### src/design/fpdp_pkg.sv
// ----------------------------------------------------------------------------
// fpdp_pkg
// Shared widths, codes and types of the fp16 negative dot product block.
// ----------------------------------------------------------------------------
package fpdp_pkg;

   localparam int HALF_W   = 16;
   localparam int SINGLE_W = 32;

   localparam logic [SINGLE_W-1:0] CANON_NAN = 32'h7FC0_0000;
   localparam logic [SINGLE_W-1:0] SIGN_BIT  = 32'h8000_0000;
   localparam logic [7:0]          EXP_MAX   = 8'hFF;
   localparam int                  BIAS      = 127;

   // unpacked binary16 operand, subnormals normalized
   typedef struct packed {
      logic              sign;
      logic signed [6:0] exp;    // unbiased
      logic [10:0]       sig;    // hidden bit at [10]
      logic              zero;
      logic              inf;
      logic              nan;
   } half_type;

   // exact product, registered between the stages
   typedef struct packed {
      logic        sign;
      logic [7:0]  exp;          // biased binary32 exponent
      logic [23:0] sig;          // hidden bit at [23]
      logic        zero;
      logic        inf;
      logic        nan;
      logic        last;
   } prod_type;

   function automatic half_type half_unpack(input logic [HALF_W-1:0] h);
      half_type   u;
      logic [3:0] k;
      k = 4'd0;
      for (int i = 0; i < 10; i++) begin
         if (h[i]) k = 4'(i);
      end
      u.sign = h[15];
      u.nan  = (h[14:10] == 5'h1F) && (h[9:0] != 10'd0);
      u.inf  = (h[14:10] == 5'h1F) && (h[9:0] == 10'd0);
      u.zero = (h[14:10] == 5'h00) && (h[9:0] == 10'd0);
      if (h[14:10] == 5'h00) begin
         u.sig = 11'({1'b0, h[9:0]}) << (4'd10 - k);
         u.exp = 7'($signed({3'b000, k})) - 7'sd24;
      end else begin
         u.sig = {1'b1, h[9:0]};
         u.exp = 7'($signed({2'b00, h[14:10]})) - 7'sd15;
      end
      return u;
   endfunction

endpackage

### src/design/fpdp_req_if.sv
// ----------------------------------------------------------------------------
// fpdp_req_if
// Element pair channel: valid/ready handshake with two halves and a last flag.
// ----------------------------------------------------------------------------
interface fpdp_req_if import fpdp_pkg::*; ();
   logic              valid;
   logic              ready;
   logic [HALF_W-1:0] a_half;
   logic [HALF_W-1:0] b_half;
   logic              last_element;

   modport source (output valid, a_half, b_half, last_element, input ready);
   modport sink   (input valid, a_half, b_half, last_element, output ready);
endinterface

### src/design/fpdp_rsp_if.sv
// ----------------------------------------------------------------------------
// fpdp_rsp_if
// Result channel: valid/ready handshake carrying the binary32 negated sum.
// ----------------------------------------------------------------------------
interface fpdp_rsp_if import fpdp_pkg::*; ();
   logic                valid;
   logic                ready;
   logic [SINGLE_W-1:0] neg_dot;

   modport source (output valid, neg_dot, input ready);
   modport sink   (input valid, neg_dot, output ready);
endinterface

### src/design/fp16_negative_dot_product.sv
// ----------------------------------------------------------------------------
// fp16_negative_dot_product
// Streams binary16 element pairs, accumulates their products in binary32
// with round to nearest even and emits the negated sum on the last pair.
// ----------------------------------------------------------------------------
//   channel  dir  transaction               payload
//   req      in   one element pair          a_half, b_half, last_element
//   rsp      out  one negated dot product   neg_dot
//
// One pair per cycle unless a last pair waits on a stalled result. Stage 1
// widens and multiplies (exact 11x11 product), stage 2 adds the product
// into the accumulator in a combinational adder, the loop that sets the
// rate. A result is valid once its last pair has been added in. Reset
// clears the accumulator to +0 and empties the stages. A stalled result holds
// back only a last pair and the input; other pairs keep flowing into the sum.
// ----------------------------------------------------------------------------
module fp16_negative_dot_product import fpdp_pkg::*; (
   input  logic         clock,
   input  logic         reset,
   fpdp_req_if.sink     req,
   fpdp_rsp_if.source   rsp
);

   prod_type            prod_ff, prod_in;
   logic                pvalid_ff;
   logic [SINGLE_W-1:0] sum_ff, sum_in;
   logic                ovalid_ff;
   logic [SINGLE_W-1:0] odata_ff, odata_in;
   logic                fire;

   // ---------------- stage 1: widen and multiply ----------------
   half_type          ha, hb;
   logic [21:0]       pm;
   logic signed [9:0] pe;

   always_comb begin
      ha = half_unpack(req.a_half);
      hb = half_unpack(req.b_half);
      pm = 22'(ha.sig) * 22'(hb.sig);
      pe = 10'(ha.exp) + 10'(hb.exp) + 10'(BIAS) + 10'({9'd0, pm[21]});
      prod_in.sign = ha.sign ^ hb.sign;
      prod_in.exp  = pe[7:0];
      prod_in.sig  = pm[21] ? {pm[21:0], 2'b00} : {pm[20:0], 3'b000};
      prod_in.nan  = ha.nan | hb.nan | (ha.inf & hb.zero) | (ha.zero & hb.inf);
      prod_in.inf  = (ha.inf | hb.inf) & ~prod_in.nan;
      prod_in.zero = (ha.zero | hb.zero) & ~prod_in.nan & ~prod_in.inf;
      prod_in.last = req.last_element;
   end

   assign fire      = pvalid_ff && (!prod_ff.last || !ovalid_ff || rsp.ready);
   assign req.ready = !pvalid_ff || fire;

   // ---------------- stage 2: accumulate ----------------
   logic                s_nan, s_inf, s_zero;
   logic [SINGLE_W-1:0] r;
   logic [7:0]          eb, es;
   logic [23:0]         mb, ms, ma;
   logic                sb, swap;
   logic [7:0]          d;
   logic [53:0]         shx;
   logic [26:0]         al;
   logic [27:0]         s28;
   logic [26:0]         n;
   logic [4:0]          msb, lz;
   logic signed [9:0]   e;
   logic [24:0]         m25;

   always_comb begin
      s_nan  = (sum_ff[30:23] == EXP_MAX) && (sum_ff[22:0] != 23'd0);
      s_inf  = (sum_ff[30:23] == EXP_MAX) && (sum_ff[22:0] == 23'd0);
      s_zero = (sum_ff[30:23] == 8'd0);
      ma     = {1'b1, sum_ff[22:0]};
      swap   = {prod_ff.exp, prod_ff.sig} > {sum_ff[30:23], ma};
      sb     = swap ? prod_ff.sign : sum_ff[31];
      eb     = swap ? prod_ff.exp : sum_ff[30:23];
      es     = swap ? sum_ff[30:23] : prod_ff.exp;
      mb     = swap ? prod_ff.sig : ma;
      ms     = swap ? ma : prod_ff.sig;
      d      = eb - es;
      shx    = {ms, 3'b000, 27'd0} >> d[4:0];
      if (d >= 8'd32) begin
         al = 27'd1;
      end else begin
         al = {shx[53:28], shx[27] | (|shx[26:0])};
      end
      if (sum_ff[31] == prod_ff.sign) begin
         s28 = {1'b0, mb, 3'b000} + {1'b0, al};
      end else begin
         s28 = {1'b0, mb, 3'b000} - {1'b0, al};
      end
      // leading one of the sum or difference
      msb = 5'd0;
      for (int i = 0; i < 27; i++) begin
         if (s28[i]) msb = 5'(i);
      end
      lz = 5'd26 - msb;
      if (s28[27]) begin
         n = {s28[27:2], s28[1] | s28[0]};
         e = 10'($signed({2'b00, eb})) + 10'sd1;
      end else begin
         n = s28[26:0] << lz;
         e = 10'($signed({2'b00, eb})) - 10'($signed({5'd0, lz}));
      end
      m25 = {1'b0, n[26:3]} + 25'(n[2] & (n[1] | n[0] | n[3]));
      if (m25[24]) e = e + 10'sd1;

      if (s_nan || prod_ff.nan || (s_inf && prod_ff.inf && (sum_ff[31] != prod_ff.sign))) begin
         r = CANON_NAN;
      end else if (s_inf) begin
         r = sum_ff;
      end else if (prod_ff.inf) begin
         r = {prod_ff.sign, EXP_MAX, 23'd0};
      end else if (prod_ff.zero) begin
         r = s_zero ? {sum_ff[31] & prod_ff.sign, 31'd0} : sum_ff;
      end else if (s_zero) begin
         r = {prod_ff.sign, prod_ff.exp, prod_ff.sig[22:0]};
      end else if (s28 == 28'd0) begin
         r = 32'd0;
      end else if (e >= 10'sd255) begin
         r = {sb, EXP_MAX, 23'd0};
      end else begin
         r = {sb, e[7:0], m25[24] ? 23'd0 : m25[22:0]};
      end

      sum_in   = prod_ff.last ? 32'd0 : r;
      odata_in = ((r[30:23] == EXP_MAX) && (r[22:0] != 23'd0)) ? CANON_NAN : (r ^ SIGN_BIT);
   end

   always_ff @(posedge clock) begin
      if (reset) begin
         pvalid_ff <= 1'b0;
         ovalid_ff <= 1'b0;
         sum_ff    <= 32'd0;
      end else begin
         if (req.ready) pvalid_ff <= req.valid;
         if (fire) sum_ff <= sum_in;
         if (fire && prod_ff.last) begin
            ovalid_ff <= 1'b1;
         end else if (rsp.ready) begin
            ovalid_ff <= 1'b0;
         end
      end
   end

   always_ff @(posedge clock) begin
      if (req.ready && req.valid) prod_ff <= prod_in;
      if (fire && prod_ff.last) odata_ff <= odata_in;
   end

   assign rsp.valid   = ovalid_ff;
   assign rsp.neg_dot = odata_ff;

   // ---------------- assertions ----------------
   a_clear_on_last: assert property (@(posedge clock) disable iff (reset)
      fire && prod_ff.last |=> sum_ff == 32'd0)
      else $error("accumulator not cleared after last pair");

   a_no_subnormal: assert property (@(posedge clock) disable iff (reset)
      sum_ff[30:23] == 8'd0 |-> sum_ff[22:0] == 23'd0)
      else $error("accumulator holds a subnormal");

   a_canon_nan: assert property (@(posedge clock) disable iff (reset)
      sum_ff[30:23] == EXP_MAX && sum_ff[22:0] != 23'd0 |-> sum_ff == CANON_NAN)
      else $error("accumulator NaN not canonical");

   a_stall_last: assert property (@(posedge clock) disable iff (reset)
      pvalid_ff && prod_ff.last && ovalid_ff && !rsp.ready |-> !fire && !req.ready)
      else $error("last pair advanced into a full result register");

endmodule

### src/flat_wrapper.sv
// flat-port wrapper written by rule: the top's interface ports become plain ports
module fp16_negative_dot_product_flat import fpdp_pkg::*;
  (clock, reset, req_valid, req_a_half, req_b_half, req_last_element, req_ready, rsp_valid, rsp_neg_dot, rsp_ready);
  fpdp_req_if req_i ();
  fpdp_rsp_if rsp_i ();
  input  logic clock;
  input  logic reset;
  input wire logic [$bits(req_i.valid)-1:0] req_valid;
  input wire logic [$bits(req_i.a_half)-1:0] req_a_half;
  input wire logic [$bits(req_i.b_half)-1:0] req_b_half;
  input wire logic [$bits(req_i.last_element)-1:0] req_last_element;
  output wire logic [$bits(req_i.ready)-1:0] req_ready;
  output wire logic [$bits(rsp_i.valid)-1:0] rsp_valid;
  output wire logic [$bits(rsp_i.neg_dot)-1:0] rsp_neg_dot;
  input wire logic [$bits(rsp_i.ready)-1:0] rsp_ready;
  assign req_i.valid = req_valid;
  assign req_i.a_half = req_a_half;
  assign req_i.b_half = req_b_half;
  assign req_i.last_element = req_last_element;
  assign req_ready = req_i.ready;
  assign rsp_valid = rsp_i.valid;
  assign rsp_neg_dot = rsp_i.neg_dot;
  assign rsp_i.ready = rsp_ready;
  fp16_negative_dot_product u_core (.clock(clock), .reset(reset), .req(req_i), .rsp(rsp_i));
endmodule
### config.mk
export PLATFORM = sky130hd
export DESIGN_NAME = fp16_negative_dot_product_flat
export DESIGN_NICKNAME = d
export VERILOG_FILES = /design/src/design/fpdp_pkg.sv /design/src/design/fpdp_req_if.sv /design/src/design/fpdp_rsp_if.sv /design/src/design/fp16_negative_dot_product.sv /design/src/flat_wrapper.sv
export SDC_FILE = /design/constraint.sdc
export NUM_CORES = 1
export LEC_CHECK = 0
export ABC_AREA = 1
export BUFFER_PORTS_ARGS = -buffer_cell sky130_fd_sc_hd__buf_2
export CAP_MARGIN = 40
export CORE_MARGIN = 2
export CORE_UTILIZATION = 47
export CTS_BUF_LIST = sky130_fd_sc_hd__clkbuf_16
export CTS_CLUSTER_SIZE = 12
export DETAILED_ROUTE_END_ITERATION = 16
export PLACE_DENSITY = 0.71
export SLEW_MARGIN = 5
export SYNTH_ARGS = -nofsm -noshare
export SYNTH_HDL_FRONTEND = slang
export SYNTH_SLANG_ARGS = --single-unit
### constraint.sdc
create_clock -name clock -period 11.1 [get_ports clock]
set_input_delay 1.665 -clock clock [delete_from_list [all_inputs] [get_ports clock]]
set_output_delay 1.665 -clock clock [all_outputs]
set_load 0.02 [all_outputs]
==> metrics.yaml <==
drt:
  via_count: 22500
  postRouteAntennaNets: 0
  vias_per_cell: 5.59
  totalWireLength_mm: 73.3
  route.detailed.drc: 0
  dr.pass1.iters: 6
  first_iter_violations: 2168
  wire_per_inst_um: 18.2
floorplanning:
  die_w_um: 210
  start_util: 0.477
  pin_count: 71
  dieArea_mm2: 0.0442
  rows: 75
  core_mm2: 0.0419
  die_h_um: 210
layout:
  multi_input_area_mm2: 0.0155
  fin_nets: 3773
  diodes: 0
  drive_gt1_frac: 0.153
  fill_cells: 4301
  area_growth_pct: 16.9
  area.sequential_mm2: 0.00270
timing:
  hold_slack_ns: 0.487
  skew_ns: 0.0134
  setup_viol: 0
  finalWorstSetupSlack_ns: 0.488
  hold_violations: 0
  max_freq_ghz: 0.0942
  slew_violations: 0
  tightest_slew_ns: 0.862
  max_slew_margin: 0.425
  period_minus_slack_ns: 10.61
  period_share: 0.956
synthesis:
  synth_enable_flop_cells: 67
  async_flop_share: 0
  yosys_warnings: 0
  yosysSeqAreaShare: 0.135
  syn-num-nets: 3607
  ys.flop_type: "edfxtp_1"
  ys_types: 66
  yosysTopAreaCellShare: 0.186
  syn_area_per_cell_um2: 6.03
  synth_area_mm2: 0.0200
  yosysTopAreaCell: "nand2_1"
  synthCells: 3317
  synth_area_leaders: "nand2_1, ha_1, edfxtp_1, nand3_1, inv_1"
  synthTopCellsByCount: "nand2_1, inv_1, nand3_1"
  ys_ff_latch: 101
  synthMostInstantiatedCell: "nand2_1"
cts:
  htreeDepth: 3
  clockRootBuffer: "clkbuf_16"
  cts_tree: "built"
  cts_hold_buffers: 0
  clkTransAtPathRegs_ns: 0.08
  worstSkewPairLatency_ns: 0.37
  cts-buffers-inserted: 9
  cts_sinks: 101
  cts_buffer_depth: 2
place:
  pre_cts_ws_ns: 0.0430
  port_buffers: 70
  hpwl_mm: 59.0
  gp_congestion: 1.05
setup_path:
  cp.arrival_ns: 10.74
  crit_path_start_kind: "flip-flop"
  slowest_stage: "dfxtp_1"
  crit_path_end_kind: "flip-flop"
  crit_required_ns: 11.23
  cp_common_cell: "nand2_1"
  max_stage_delay_ns: 0.45
  crit_fanout: 8
  crit_type: "reg2reg"
run_status:
  status: "completed"
grt:
  grt_pass1_wl_mm: 112
  grt_start_max_net_pins: 81
  grt_pass1_vias: 21100
  track_usage: 0.318
  antenna_found_initial: 0
  grt_overflow: 0
flow_run:
  cap_violations: 0
worst_hold_path:
  hp-class: "reg2reg"
[state kept, by name, summed over array words and instances, names as in the netlist]
register and count:
u_core.prod_ff 35, u_core.pvalid_ff 1, u_core.rsp.neg_dot 32, u_core.rsp.valid 1
u_core.sum_ff 32
[through the flow]
stage	area, µm²	utilization	cells	setup TNS (ns)
2_1_floorplan	20000	-	3317	0
3_3_place_gp	21700	0.516	3955	0
3_5_place_dp	21700	0.517	3956	0
4_1_cts	22000	0.524	3972	0
5_1_grt	23400	0.558	4027	-3.90
6_report	23400	0.558	4027	0
[repair_timing]
action	4_1_cts	5_1_grt
setup buffers	0	44
resized for setup	0	205
hold endpoints to repair	0	0
endpoints found under the setup margin	0	67
[path summary, 6_finish.rpt]
| kind | startpoint | end | slack (ns) | cells after the start |
|---|---|---|---|---|
| max | u_core.sum_ff[20] | u_core.rsp.neg_dot[11] | 0.49 | 85 |
| min reg2reg | u_core.sum_ff[14] | u_core.sum_ff[14] | 0.49 | 2 |
| min | u_core.sum_ff[14] | u_core.sum_ff[14] | 0.49 | 2 |
| max reg2reg | u_core.sum_ff[20] | u_core.rsp.neg_dot[11] | 0.49 | 85 |
[worst max-delay path, delay by kind of cell, from the launching register on]
family                   cells  cell delay, ns
XOR/XNOR                     3            0.64
AO/OA/AOI/OAI               13            1.98
adder cells (fa/ha/maj)      4            0.97
buffers and inverters       14            1.49
flip-flops                   1            0.45
AND/OR/NAND/NOR             51            4.81
[layout by cell type (no fill, tap or decap), types with 29 or more instances in the layout]
cell        n
dfxtp_1    29
edfxtp_1   67
buf_2      70
o21ai_0   135
buf_4     181
inv_1     449
nor2_1    246
nand2_1   952
xor2_1     54
nand3_1   376
ha_1      153
a21oi_1   181
nand2_2    59
nand4_1    60
fa_1       82
[final cells by class]
cell class	instances	share of cell area
clock buffer	9	0.00963
clock inverter	7	0.00294
inverter	491	0.0797
multi-input combinational	2596	0.663
sequential	101	0.115
tap	539	0.0288
timing repair buffer	284	0.101
[cell families (layout without fill, tap and decap cells)]
kind of cell	count (synthesis)	in the layout	share of synthesized area
buf+inv	620	791	0.125
simple gates	1810	1810	0.390
xor+xnor	69	69	0.0306
fa+ha+maj	253	253	0.189
flops	101	101	0.135
compound gates	461	461	0.130
mux	3	3	0.00150
[per-layer routing]
layer / wire length, µm / vias up / global-route usage
met3: 4270 / 209 / 0.0299
met5: 0 / - / 0
met4: 4560 / 0 / 0.169
li1: - / 11100 / -
met1: 29500 / 10300 / 0.393
met2: 35000 / 933 / 0.550
Power is not shown: default switching activity piles up to over one toggle a cycle in this logic, so the estimate is an artifact.
